**src/rtl/ipv4_tcp_udp_checksum_fixer_top_macros.svh**
```systemverilog
// ============================================================================
// IPv4 TCP/UDP checksum block - assertion macros
// Shared concurrent assertion forms used by the top level.
// ============================================================================
`ifndef IPV4_TCP_UDP_CHECKSUM_FIXER_TOP_MACROS_SVH
`define IPV4_TCP_UDP_CHECKSUM_FIXER_TOP_MACROS_SVH

// same-cycle implication, disabled in reset
`define IPCSUM_ASSERT_IMPLY(label, clk, rst_n, ante, cons) \
    label: assert property (@(posedge clk) disable iff (!(rst_n)) (ante) |-> (cons)) \
        else $error("ipcsum assertion failed");

// next-cycle implication, disabled in reset
`define IPCSUM_ASSERT_NEXT(label, clk, rst_n, ante, cons) \
    label: assert property (@(posedge clk) disable iff (!(rst_n)) (ante) |=> (cons)) \
        else $error("ipcsum assertion failed");

`endif

```
**src/rtl/ipcsum_pkg.sv**
```systemverilog
// ============================================================================
// IPv4 TCP/UDP checksum package
// Shared types, constants and the one's-complement add.
// ============================================================================
`default_nettype none

package ipcsum_pkg;

    localparam int MAX_FRAME_BYTES = 16384;

    localparam int ETH_HDR_BYTES = 14;

    localparam logic [7:0] PROTO_TCP = 8'd6;
    localparam logic [7:0] PROTO_UDP = 8'd17;

    localparam logic [2:0] ST_NOT_IP  = 3'd0;
    localparam logic [2:0] ST_OTHER   = 3'd1;
    localparam logic [2:0] ST_UDP     = 3'd2;
    localparam logic [2:0] ST_TCP     = 3'd3;
    localparam logic [2:0] ST_VERSION = 3'd4;
    localparam logic [2:0] ST_TRUNC   = 3'd5;
    localparam logic [2:0] ST_BAD_LEN = 3'd6;

    typedef struct packed {
        logic       valid;
        logic [7:0] frame_byte;
        logic       frame_end;
    } t_in_req;

    typedef struct packed {
        logic [2:0]  status;
        logic [15:0] checksum;
        logic [13:0] field_offset;
        logic [14:0] frame_length;
    } t_result;

    // one's-complement add with end-around carry
    function automatic logic [15:0] csum_add(input logic [15:0] a, input logic [15:0] b);
        logic [16:0] s;
        s = {1'b0, a} + {1'b0, b};
        return s[16] ? (s[15:0] + 16'd1) : s[15:0];
    endfunction

endpackage

`default_nettype wire

```
**src/rtl/ipcsum_in_stage.sv**
```systemverilog
// ============================================================================
// IPv4 TCP/UDP checksum - input register
// Holds one accepted frame byte until the core consumes it.
// ============================================================================
`default_nettype none

module ipcsum_in_stage (
    input  wire logic                 i_clk,
    input  wire logic                 i_rst_n,
    input  wire logic                 i_valid,
    input  wire logic [7:0]           i_frame_byte,
    input  wire logic                 i_frame_end,
    input  wire logic                 i_advance,
    output      logic                 o_ready,
    output      ipcsum_pkg::t_in_req  o_req
);

    logic       r_valid;
    logic [7:0] r_byte;
    logic       r_end;

    assign o_ready = !r_valid || i_advance;

    always_ff @(posedge i_clk) begin
        if (!i_rst_n) begin
            r_valid <= 1'b0;
        end else if (o_ready) begin
            r_valid <= i_valid;
        end
    end

    always_ff @(posedge i_clk) begin
        if (o_ready && i_valid) begin
            r_byte <= i_frame_byte;
            r_end  <= i_frame_end;
        end
    end

    assign o_req.valid      = r_valid;
    assign o_req.frame_byte = r_byte;
    assign o_req.frame_end  = r_end;

endmodule

`default_nettype wire

```
**src/rtl/ipcsum_core.sv**
```systemverilog
// ============================================================================
// IPv4 TCP/UDP checksum - parse and sum core
// Tracks header fields, accumulates the checksum and builds the result.
// ============================================================================
`default_nettype none

module ipcsum_core #(
    parameter int MAX_FRAME_BYTES = ipcsum_pkg::MAX_FRAME_BYTES
) (
    input  wire logic                 i_clk,
    input  wire logic                 i_rst_n,
    input  wire ipcsum_pkg::t_in_req  i_req,
    input  wire logic                 i_out_free,
    output      logic                 o_advance,
    output      logic                 o_load,
    output      ipcsum_pkg::t_result  o_result
);

    localparam int IDX_W = $clog2(MAX_FRAME_BYTES + 1);
    localparam int CW    = (IDX_W > 17) ? IDX_W : 17;

    logic [IDX_W-1:0] r_idx,   n_idx;
    logic [15:0]      r_sum,   n_sum;
    logic             r_ether, n_ether;
    logic [3:0]       r_ver,   n_ver;
    logic [3:0]       r_hw,    n_hw;
    logic [15:0]      r_total, n_total;
    logic [7:0]       r_proto, n_proto;
    logic             r_ovf,   n_ovf;
    logic [15:0]      r_pseudo, n_pseudo;

    logic          fire;
    logic [7:0]    b;
    logic [CW-1:0] idx_c;
    logic          in_range;
    logic [CW-1:0] seg_start, seg_end, fo;
    logic          proto_ok;
    logic          counts;
    logic [15:0]   contrib;

    logic [CW-1:0] n_c;
    logic [15:0]   hlen;
    logic [15:0]   seg_len;
    logic [4:0]    rel;
    logic          n_udp, n_tcp;
    logic          bad_len;
    logic [15:0]   fin_sum, ck;

    assign b         = i_req.frame_byte;
    assign o_advance = !i_req.frame_end || i_out_free;
    assign fire      = i_req.valid && o_advance;
    assign o_load    = fire && i_req.frame_end;

    assign idx_c     = CW'(r_idx);
    assign in_range  = idx_c < CW'(MAX_FRAME_BYTES);
    assign seg_start = CW'(ipcsum_pkg::ETH_HDR_BYTES) + CW'({r_hw, 2'b00});
    assign seg_end   = CW'(ipcsum_pkg::ETH_HDR_BYTES) + CW'(r_total);
    assign proto_ok  = (r_proto == ipcsum_pkg::PROTO_TCP) || (r_proto == ipcsum_pkg::PROTO_UDP);
    assign fo        = seg_start + ((r_proto == ipcsum_pkg::PROTO_UDP) ? CW'(6) : CW'(16));
    assign contrib   = r_idx[0] ? {8'h00, b} : {b, 8'h00};

    always_comb begin
        counts = (idx_c >= CW'(26)) && (idx_c < CW'(34));
        if ((idx_c >= CW'(18)) && (idx_c >= seg_start) && (idx_c < seg_end)) begin
            counts = 1'b1;
            if ((idx_c >= CW'(24)) && proto_ok && ((idx_c == fo) || (idx_c == fo + CW'(1)))) begin
                counts = 1'b0;
            end
        end
    end

    always_comb begin
        n_idx   = r_idx;
        n_sum   = r_sum;
        n_ether = r_ether;
        n_ver   = r_ver;
        n_hw    = r_hw;
        n_total = r_total;
        n_proto = r_proto;
        n_ovf   = r_ovf;
        if (in_range) begin
            n_idx = r_idx + IDX_W'(1);
            if (idx_c == CW'(12)) begin
                n_ether = (b == 8'h08);
            end
            if (idx_c == CW'(13)) begin
                n_ether = r_ether && (b == 8'h00);
            end
            if (idx_c == CW'(14)) begin
                n_ver = b[7:4];
                n_hw  = b[3:0];
            end
            if (idx_c == CW'(16)) begin
                n_total = {b, r_total[7:0]};
            end
            if (idx_c == CW'(17)) begin
                n_total = {r_total[15:8], b};
            end
            if (idx_c == CW'(23)) begin
                n_proto = b;
            end
            if (counts) begin
                n_sum = ipcsum_pkg::csum_add(r_sum, contrib);
            end
        end else begin
            n_ovf = 1'b1;
        end
    end

    // pseudo-header part; header fields are settled long before any checksummed frame ends
    assign n_pseudo = ipcsum_pkg::csum_add({8'h00, r_proto}, r_total - {10'd0, r_hw, 2'b00});

    assign n_c     = CW'(n_idx);
    assign hlen    = {10'd0, n_hw, 2'b00};
    assign seg_len = n_total - hlen;
    assign n_udp   = (n_proto == ipcsum_pkg::PROTO_UDP);
    assign n_tcp   = (n_proto == ipcsum_pkg::PROTO_TCP);
    assign rel     = n_udp ? 5'd6 : 5'd16;
    assign bad_len = (n_hw < 4'd5) || (n_total < hlen) ||
                     (seg_len < 16'(rel + 5'd2)) || n_ovf;
    assign fin_sum = ipcsum_pkg::csum_add(n_sum, r_pseudo);
    assign ck      = (n_udp && (fin_sum == 16'hFFFF)) ? 16'hFFFF : ~fin_sum;

    always_comb begin
        o_result.status       = ipcsum_pkg::ST_NOT_IP;
        o_result.checksum     = 16'd0;
        o_result.field_offset = 14'd0;
        o_result.frame_length = 15'(n_idx);
        priority if (n_c < CW'(ipcsum_pkg::ETH_HDR_BYTES)) begin
            o_result.status = ipcsum_pkg::ST_TRUNC;
        end else if (!n_ether) begin
            o_result.status = ipcsum_pkg::ST_NOT_IP;
        end else if (n_c < CW'(15)) begin
            o_result.status = ipcsum_pkg::ST_TRUNC;
        end else if (n_ver != 4'd4) begin
            o_result.status = ipcsum_pkg::ST_VERSION;
        end else if (n_c < CW'(24)) begin
            o_result.status = ipcsum_pkg::ST_TRUNC;
        end else if (!n_udp && !n_tcp) begin
            o_result.status = ipcsum_pkg::ST_OTHER;
        end else if (bad_len) begin
            o_result.status = ipcsum_pkg::ST_BAD_LEN;
        end else if (n_c < CW'(ipcsum_pkg::ETH_HDR_BYTES) + CW'(n_total)) begin
            o_result.status = ipcsum_pkg::ST_TRUNC;
        end else begin
            o_result.status       = n_udp ? ipcsum_pkg::ST_UDP : ipcsum_pkg::ST_TCP;
            o_result.checksum     = ck;
            o_result.field_offset = 14'(ipcsum_pkg::ETH_HDR_BYTES) + 14'(hlen) + 14'(rel);
        end
    end

    always_ff @(posedge i_clk) begin
        if (!i_rst_n) begin
            r_idx    <= '0;
            r_sum    <= '0;
            r_ether  <= 1'b0;
            r_ver    <= '0;
            r_hw     <= '0;
            r_total  <= '0;
            r_proto  <= '0;
            r_ovf    <= 1'b0;
            r_pseudo <= '0;
        end else if (fire) begin
            if (i_req.frame_end) begin
                r_idx    <= '0;
                r_sum    <= '0;
                r_ether  <= 1'b0;
                r_ver    <= '0;
                r_hw     <= '0;
                r_total  <= '0;
                r_proto  <= '0;
                r_ovf    <= 1'b0;
                r_pseudo <= '0;
            end else begin
                r_idx    <= n_idx;
                r_sum    <= n_sum;
                r_ether  <= n_ether;
                r_ver    <= n_ver;
                r_hw     <= n_hw;
                r_total  <= n_total;
                r_proto  <= n_proto;
                r_ovf    <= n_ovf;
                r_pseudo <= n_pseudo;
            end
        end
    end

endmodule

`default_nettype wire

```
**src/rtl/ipcsum_out_stage.sv**
```systemverilog
// ============================================================================
// IPv4 TCP/UDP checksum - result register
// Holds one frame result until the receiver takes it.
// ============================================================================
`default_nettype none

module ipcsum_out_stage (
    input  wire logic                 i_clk,
    input  wire logic                 i_rst_n,
    input  wire logic                 i_load,
    input  wire ipcsum_pkg::t_result  i_result,
    input  wire logic                 i_ready,
    output      logic                 o_valid,
    output      logic                 o_free,
    output      ipcsum_pkg::t_result  o_result
);

    logic                r_valid;
    ipcsum_pkg::t_result r_result;

    assign o_valid  = r_valid;
    assign o_free   = !r_valid || i_ready;
    assign o_result = r_result;

    always_ff @(posedge i_clk) begin
        if (!i_rst_n) begin
            r_valid <= 1'b0;
        end else if (i_load) begin
            r_valid <= 1'b1;
        end else if (i_ready) begin
            r_valid <= 1'b0;
        end
    end

    always_ff @(posedge i_clk) begin
        if (i_load) begin
            r_result <= i_result;
        end
    end

endmodule

`default_nettype wire

```
**src/rtl/ipv4_tcp_udp_checksum_fixer_top.sv**
```systemverilog
// ============================================================================
// IPv4 TCP/UDP checksum - top level
// Streams Ethernet frame bytes and reports one checksum result per frame.
// ============================================================================
// Input channel: i_in_valid / o_in_ready carry one frame byte per request,
//   with i_frame_end marking the last byte of a frame.
// Output channel: o_out_valid / i_out_ready carry one result per frame:
//   status, checksum, checksum field offset and counted frame length.
// Throughput: one byte per cycle while no final byte waits on the result register,
//   set by the single add with end-around carry per byte in the core.
// Result path: a final byte sits in the input register until the result register
//   is free, then the result register loads and the result becomes valid.
// Stall: while a result waits in the output register, non-final bytes keep
//   flowing; a final byte waits in the input register until the result is taken.
// Reset: synchronous, active low; clears both registers' valid flags and all
//   per-frame state, so the next byte accepted is byte 0 of a frame.
// Bytes beyond MAX_FRAME_BYTES in one frame are dropped; in an IPv4 TCP or UDP frame they flag a bad length.
// ============================================================================
`default_nettype none

`include "ipv4_tcp_udp_checksum_fixer_top_macros.svh"

module ipv4_tcp_udp_checksum_fixer_top #(
    parameter int MAX_FRAME_BYTES = ipcsum_pkg::MAX_FRAME_BYTES
) (
    input  wire logic        i_clk,
    input  wire logic        i_rst_n,
    input  wire logic        i_in_valid,
    output      logic        o_in_ready,
    input  wire logic [7:0]  i_frame_byte,
    input  wire logic        i_frame_end,
    output      logic        o_out_valid,
    input  wire logic        i_out_ready,
    output      logic [2:0]  o_status,
    output      logic [15:0] o_checksum,
    output      logic [13:0] o_field_offset,
    output      logic [14:0] o_frame_length
);

    ipcsum_pkg::t_in_req w_req;
    ipcsum_pkg::t_result w_result;
    ipcsum_pkg::t_result w_out_result;
    logic                w_advance;
    logic                w_load;
    logic                w_out_free;

    ipcsum_in_stage u_in_stage (
        .i_clk        (i_clk),
        .i_rst_n      (i_rst_n),
        .i_valid      (i_in_valid),
        .i_frame_byte (i_frame_byte),
        .i_frame_end  (i_frame_end),
        .i_advance    (w_advance),
        .o_ready      (o_in_ready),
        .o_req        (w_req)
    );

    ipcsum_core #(
        .MAX_FRAME_BYTES (MAX_FRAME_BYTES)
    ) u_core (
        .i_clk      (i_clk),
        .i_rst_n    (i_rst_n),
        .i_req      (w_req),
        .i_out_free (w_out_free),
        .o_advance  (w_advance),
        .o_load     (w_load),
        .o_result   (w_result)
    );

    ipcsum_out_stage u_out_stage (
        .i_clk    (i_clk),
        .i_rst_n  (i_rst_n),
        .i_load   (w_load),
        .i_result (w_result),
        .i_ready  (i_out_ready),
        .o_valid  (o_out_valid),
        .o_free   (w_out_free),
        .o_result (w_out_result)
    );

    assign o_status       = w_out_result.status;
    assign o_checksum     = w_out_result.checksum;
    assign o_field_offset = w_out_result.field_offset;
    assign o_frame_length = w_out_result.frame_length;

    `IPCSUM_ASSERT_IMPLY(a_no_csum_unless_l4, i_clk, i_rst_n,
        o_out_valid && (o_status != ipcsum_pkg::ST_UDP) && (o_status != ipcsum_pkg::ST_TCP),
        (o_checksum == 16'd0) && (o_field_offset == 14'd0))

    `IPCSUM_ASSERT_IMPLY(a_udp_csum_nonzero, i_clk, i_rst_n,
        o_out_valid && (o_status == ipcsum_pkg::ST_UDP), o_checksum != 16'd0)

    `IPCSUM_ASSERT_IMPLY(a_offset_past_header, i_clk, i_rst_n,
        o_out_valid && ((o_status == ipcsum_pkg::ST_UDP) || (o_status == ipcsum_pkg::ST_TCP)),
        o_field_offset >= 14'd40)

    `IPCSUM_ASSERT_NEXT(a_load_lands, i_clk, i_rst_n,
        w_load, o_out_valid && (o_status == $past(w_result.status)))

endmodule

`default_nettype wire

```
**config.mk**
```make
export PLATFORM = sky130hd
export DESIGN_NAME = ipv4_tcp_udp_checksum_fixer_top
export DESIGN_NICKNAME = d
export VERILOG_FILES = /design/src/rtl/ipcsum_pkg.sv /design/src/rtl/ipcsum_in_stage.sv /design/src/rtl/ipcsum_core.sv /design/src/rtl/ipcsum_out_stage.sv /design/src/rtl/ipv4_tcp_udp_checksum_fixer_top.sv
export VERILOG_INCLUDE_DIRS = /design/src /design/src/rtl
export SDC_FILE = /design/constraint.sdc
export NUM_CORES = 1
export LEC_CHECK = 0
export BUFFER_PORTS_ARGS = -buffer_cell sky130_fd_sc_hd__buf_2
export CORE_MARGIN = 2
export CORE_UTILIZATION = 30
export CTS_BUF_LIST = sky130_fd_sc_hd__clkbuf_8
export DETAILED_ROUTE_END_ITERATION = 6
export SYNTH_ARGS = -nofsm -noshare
export SYNTH_HDL_FRONTEND = slang
export SYNTH_SLANG_ARGS = --single-unit
export TNS_END_PERCENT = 50
```
**constraint.sdc**
```tcl
create_clock -name i_clk -period 19.1 [get_ports i_clk]
set_input_delay 5.73 -clock i_clk [delete_from_list [all_inputs] [get_ports i_clk]]
set_output_delay 5.73 -clock i_clk [all_outputs]
set_load 0.05 [all_outputs]
```
==> impl_metrics.tcl, run 1 <==
set metrics [dict create \
    finalClockSkew_ps 20.80 \
    clock_sinks 133 \
    tritoncts "built" \
    dp_hpwl_um 27610 \
    worstMarginPinSlew_ps 1056 \
    setup.worst_path.class "input pin to output port" \
    rr_endpoint "u_out_stage.o_result[44]$_SDFFCE_PP0P_" \
    cpMostUsedCell "buf_2" \
    detail_route.wirelength_um 36700 \
    worstPathRequired_ps 13370 \
    routed-via-count 10960 \
    area_growth_pct 8.741 \
    cp.arrival_ps 6420 \
    grt_pass1_wl_um 58280 \
    maxSlewViolCount 0 \
    dr.pass1.iters 5 \
    max_freq_mhz 82.30 \
    die_x_um 205.6 \
    ys_ff_latch 133 \
    min_period_ps 12150 \
    synth_top_area_share 0.1362 \
    r2r_slack_ps 11260 \
    slowest_delay_ps 260 \
    core_area_sq_um 39910 \
    ctsResizeCount 0 \
    dieArea_sq_um 42280 \
    ir_drop_uv 44.11 \
    fill_cells 4182 \
    place_inst 1949 \
    grt_use_total 0.1764 \
    cts_buffers 17 \
    hold_class "register to register" \
    fin_crit_sh 0.6362 \
    post_synth.cell_area_avg_sq_um 8.522 \
    setup_viol 0 \
    synth.distinct_cells 95 \
    end_kind "output port" \
    post_cts_buffers 0 \
    synth_edf_count 50 \
    ios 63 \
    worstSkewPairLatency_ps 490 \
    yosys_warnings 0 \
    antenna_cells 0 \
    port_buffers 55 \
    power.leakage_nw 5.073 \
    globalplace.congestion 0.8631 \
    die_h_um 205.6 \
    nets 1561 \
    path_cells "buf_2 -> nor2b_1 -> nand3_1 -> buf_2" \
    synthArstFlopShare 0 \
    holdPathEnd "u_core.r_pseudo[15]$_SDFFE_PN0P_" \
    synthesis.area_sq_um 12200 \
    grt_setup_unrepaired "false" \
    relSlewSlack 0.2897 \
    clk_pin_slew_worst_paths_ps 100 \
    viasPerCell 5.533 \
    grt_max_degree 49 \
    netlist_instances 1431 \
    wl_per_cell_um 18.52 \
    crit_slowest_cell "buf_2" \
    htreeDepth 4 \
    grt_pass1_vias 10430 \
    antenna_found_initial 0 \
    r2r_start "u_core.r_total[1]$_SDFFE_PN0P_" \
    hold_viol 0 \
    yosysTopAreaCell "dfxtp_1" \
    synth_flop_cell "dfxtp_1" \
    final.setup.tns_ps 0 \
    gr-total-overflow 0 \
    power.density_nw_per_um2 46.49 \
    hold_buffers 0 \
    hold_start "u_core.r_pseudo[15]$_SDFFE_PN0P_" \
    final_antenna_net_count 0 \
    crit_fanout 4 \
    ys_top_cells_by_area "dfxtp_1, edfxtp_1, ha_1" \
    whs_path_depth 2 \
    rows 73 \
    route.detailed.drc 0 \
    seq_area_frac_synth 0.2594 \
    clk_root_buffer_cell "clkbuf_8" \
    layout-drive-gt1-share 0.1216 \
    startpoint_type "input pin" \
    start_util 0.3055 \
    status "completed" \
    cts.path.max_buffers 2 \
    power_mw 0.6165 \
    fin_cells 1981 \
    cap_violations 0 \
    ff2ff_path_depth 26 \
    drt-initial-drc-count 945 \
]
==> logic make-up after synthesis <==
group / count (synthesis) / share of synthesized area
other: 1 / 0.0003075
and+or+nand+nor: 526 / 0.2429
adders and majority gates: 106 / 0.1116
xor gates and xnor gates: 127 / 0.09234
DFF: 133 / 0.2594
muxes: 44 / 0.03868
buffers and inverters: 133 / 0.04853
AOI/OAI and AO/OA: 361 / 0.2062
==> final cells by class <==
| class | count | area [sq um] | share of cell area |
|---|---|---|---|
| clock buffers | 17 | 234.0 | 0.01764 |
| clock inverters | 15 | 165.2 | 0.01245 |
| inverters | 51 | 191.4 | 0.01444 |
| multi-input cells | 1171 | 8471 | 0.6387 |
| flip-flops and latches | 133 | 3163 | 0.2385 |
| well taps | 525 | 656.9 | 0.04953 |
| repair buffers | 69 | 380.4 | 0.02868 |
==> report_power, final <==
group          total, mW  switching, mW  internal (mW)
logic             0.0625         0.0485         0.0141
registers          0.304        0.00414          0.300
clock network      0.250          0.141          0.109
total              0.617          0.194          0.422
==> through the flow <==
step	utilization	worst slack (ps)	cell area (sq um)	hold WS [ps]
2_1_floorplan	-	7008	12220	431.5
3_3_place_gp	0.3222	6919	12860	447.3
3_5_place_dp	0.3222	6931	12860	458.3
4_1_cts	0.3322	6938	13260	480.9
5_1_grt	0.3322	6881	13260	498.2
6_report	0.3322	6949	13260	478.1
==> state kept, by name, indices dropped and copies added, names as in the netlist <==
name                  flops
u_out_stage.o_result     41
u_core.r_pseudo          16
u_core.r_sum             16
u_core.r_total           16
u_core.r_idx             15
u_core.r_proto            8
u_in_stage.r_byte         8
u_core.r_hw               4
u_core.r_ver              4
u_core.r_ether            1
u_core.r_ovf              1
u_in_stage.r_end          1
u_in_stage.r_valid        1
u_out_stage.o_valid       1
==> critical path, delay by kind of cell <==
| family | cells | cell delay (ps) |
|---|---|---|
| buffers and inverters | 2 | 350 |
| AND/OR/NAND/NOR | 2 | 330 |
==> synthesized netlist by cell type, types with 29 or more instances <==
library cell	number
ha_1	100
nor2_1	99
nand2_1	90
dfxtp_1	83
xnor2_1	79
a21oi_1	67
o21ai_0	63
nor2b_1	58
edfxtp_1	50
inv_1	50
xor2_1	47
clkbuf_1	45
nand3_1	43
a22oi_1	40
nor3_1	35
a21o_1	29
==> worst max-delay path by stage <==
stage	cells past startpoint	from	slack (ps)	endpoint
after global routing	4	i_out_ready	6880	o_in_ready
after CTS	4	i_out_ready	6940	o_in_ready
final	4	i_out_ready	6950	o_in_ready
after global placement	4	i_out_ready	6920	o_in_ready
after detailed placement	4	i_out_ready	6930	o_in_ready
after floorplan	2	i_out_ready	7010	o_in_ready
==> metal layers <==
layer / vias to the layer above / global-route usage / wire length [um] / share of wire
met3: 46 / 0.02487 / 2422 / 0.066
met2: 374 / 0.2761 / 16070 / 0.44
met1: 5236 / 0.2517 / 17500 / 0.48
li1: 5304 / - / - / -
met5: - / 0 / 0 / 0
met4: 0 / 0.04779 / 702 / 0.019
==> layout by cell type (no fill, tap or decap), types with 22 or more instances in the layout <==
| cell | count |
|---|---|
| a21o_1 | 29 |
| a21oi_1 | 67 |
| a22oi_1 | 40 |
| and2_1 | 26 |
| buf_2 | 55 |
| dfxtp_1 | 83 |
| edfxtp_1 | 50 |
| ha_1 | 100 |
| inv_1 | 50 |
| mux2i_1 | 22 |
| nand2_1 | 90 |
| nand3_1 | 43 |
| nand4_1 | 26 |
| nor2_1 | 98 |
| nor2b_1 | 58 |
| nor3_1 | 35 |
| o21ai_0 | 63 |
| xnor2_1 | 79 |
| xor2_1 | 47 |
No activity file was read; power rests on OpenSTA's default activity.
==> run 2: changes to the inputs <==
clock period = 9.9 ns   (was 19.1 ns; I/O delays follow)
==> run 2 against run 1 <==
  * Utilization up 0.18 points
  * Register-to-register slack worse by 9000 ps
  * Clock power up 120%
  * Critical path depth up 22
  * Highest routed layer unchanged
  * Non-clock buffer count up 2
  * Global-route usage up 0.18 points
  * Via count up 0.82%
  * Critical endpoint is now u_out_stage.o_result[31]$_SDFFCE_PP0P_
  * Combinational power up 98%
  * Largest power group unchanged
  * First-iteration DRC count up 14%
==> impl_metrics.tcl, run 2 (synthesis results as in run 1) <==
set metrics [dict create \
    nets 1563 \
    cap_violations 0 \
    clk_root_buffer_cell "clkbuf_8" \
    tritoncts "built" \
    start_util 0.3055 \
    globalplace.congestion 0.8761 \
    cts_buffers 17 \
    setup_viol 0 \
    end_kind "register" \
    p_seq_frac 0.465 \
    ctsResizeCount 0 \
    layout_common_cells "ha_1, nor2_1, nand2_1, dfxtp_1, xnor2_1" \
    cp.arrival_ps 7960 \
    hold_viol 0 \
    crit_fanout 19 \
    hold_buffers 0 \
    worstSkewPairLatency_ps 470 \
    clock_sinks 133 \
    setup_ws_ps 2250 \
    dieArea_sq_um 42280 \
    grt_pass1_vias 10500 \
    worstMarginPinSlew_ps 1070 \
    fin_cells 1983 \
    antenna_cells 0 \
    power.share.clock 0.436 \
    final_antenna_net_count 0 \
    power.density_nw_per_um2 93.97 \
    startpoint_type "register" \
    die_h_um 205.6 \
    ir_drop_uv 83.00 \
    detail_route.wirelength_um 37180 \
    grt_setup_unrepaired "false" \
    maxSlewViolCount 0 \
    min_period_ps 7650 \
    port_buffers 55 \
    max_freq_mhz 130.7 \
    hold_class "register to register" \
    final.setup.tns_ps 0 \
    drt-initial-drc-count 1080 \
    place_inst 1951 \
    grt_max_degree 49 \
    swShare 0.2732 \
    preCtsSetupSlack_ps 2437 \
    p_int_mw 0.9106 \
    rows 73 \
    final_common_cell "ha_1" \
    clk_pin_slew_worst_paths_ps 90 \
    dp_hpwl_um 27830 \
    cts.path.max_buffers 2 \
    dr.pass1.iters 5 \
    largest_reg_flops 41 \
    htreeDepth 4 \
    status "completed" \
    postPlaceCellArea_sq_um 12880 \
    worstPathRequired_ps 10210 \
    relSlewSlack 0.2801 \
    wl_per_cell_um 18.75 \
    grt_use_total 0.1782 \
    core_area_sq_um 39910 \
    finalClockSkew_ps 15.58 \
    die_x_um 205.6 \
    fin_crit_sh 0.7727 \
    ios 63 \
    pwr-share-comb 0.099 \
    final_util 0.3340 \
    routed-via-count 11050 \
    antenna_found_initial 2 \
    power_switching_mw 0.3423 \
    final_area_sq_um 13330 \
    r2r_slack_ps 2250 \
    power.leakage_nw 5.106 \
    gr-total-overflow 0 \
    route.detailed.drc 0 \
    area_growth_pct 9.326 \
    post_cts_buffers 0 \
    setup.worst_path.class "register to register" \
    layout-drive-gt1-share 0.1207 \
    viasPerCell 5.572 \
    grt_pass1_wl_um 59040 \
]
-- run 2: power by group through the flow --
stage	Combinational, mW	Clock [mW]	Sequential [mW]
after floorplan	0.0558	0	0.628
after global placement	0.123	0	0.595
after detailed placement	0.124	0	0.596
after CTS	0.124	0.554	0.583
after global routing	0.133	0.578	0.584
final	0.124	0.546	0.583
-- run 2: stage by stage --
stage | power, mW | hold slack [ps]
3_5_place_dp | 0.7196 | 461.4
4_1_cts | 1.261 | 478.5
2_1_floorplan | 0.6838 | 431.5
3_3_place_gp | 0.7182 | 461.8
6_report | 1.253 | 481.1
5_1_grt | 1.295 | 491.1
-- run 2: layer usage --
metal / track usage / vias up / routed length (um)
met4: 0.04008 / 0 / 735
met1: 0.2480 / 5266 / 17070
met2: 0.2825 / 418 / 16440
li1: - / 5307 / -
met5: 0 / - / 0
met3: 0.03564 / 59 / 2932
-- run 2: path summary, 6_finish.rpt --
path              depth (start not counted)                              from                                      to
setup reg to reg                         26    u_core.r_total[1]$_SDFFE_PN0P_  u_out_stage.o_result[31]$_SDFFCE_PP0P_
setup / recovery                         26    u_core.r_total[1]$_SDFFE_PN0P_  u_out_stage.o_result[31]$_SDFFCE_PP0P_
hold / removal                            2  u_core.r_pseudo[15]$_SDFFE_PN0P_        u_core.r_pseudo[15]$_SDFFE_PN0P_
hold reg to reg                           2  u_core.r_pseudo[15]$_SDFFE_PN0P_        u_core.r_pseudo[15]$_SDFFE_PN0P_
-- run 2: cell type report --
class                      count  area [sq um]
clock buffer                  18         247.7
sequential                   133          3163
inverter                      51         191.4
tap                          525         656.9
fill                        4156         26580
multi-input combinational   1171          8471
clock inverter                14         207.7
timing repair buffer          71         395.4
-- run 2: worst max-delay path: stages (launching register included) --
cell	delay, ps
dfxtp_1	500
inv_1	90
ha_1	240
nand2b_1	180
nand3_1	180
nor2_1	140
nand2_1	70
xor2_1	170
ha_1	310
and3_1	160
o2111ai_1	120
a21oi_1	60
a211o_1	350
a21oi_1	150
o211a_1	720
mux2_2	410
ha_1	220
fa_1	450
a211oi_2	470
o2111ai_1	200
nor4_2	530
nand4b_1	170
nor4_1	290
xor2_1	150
a2111oi_2	590
nand4bb_4	340
o21ai_0	180
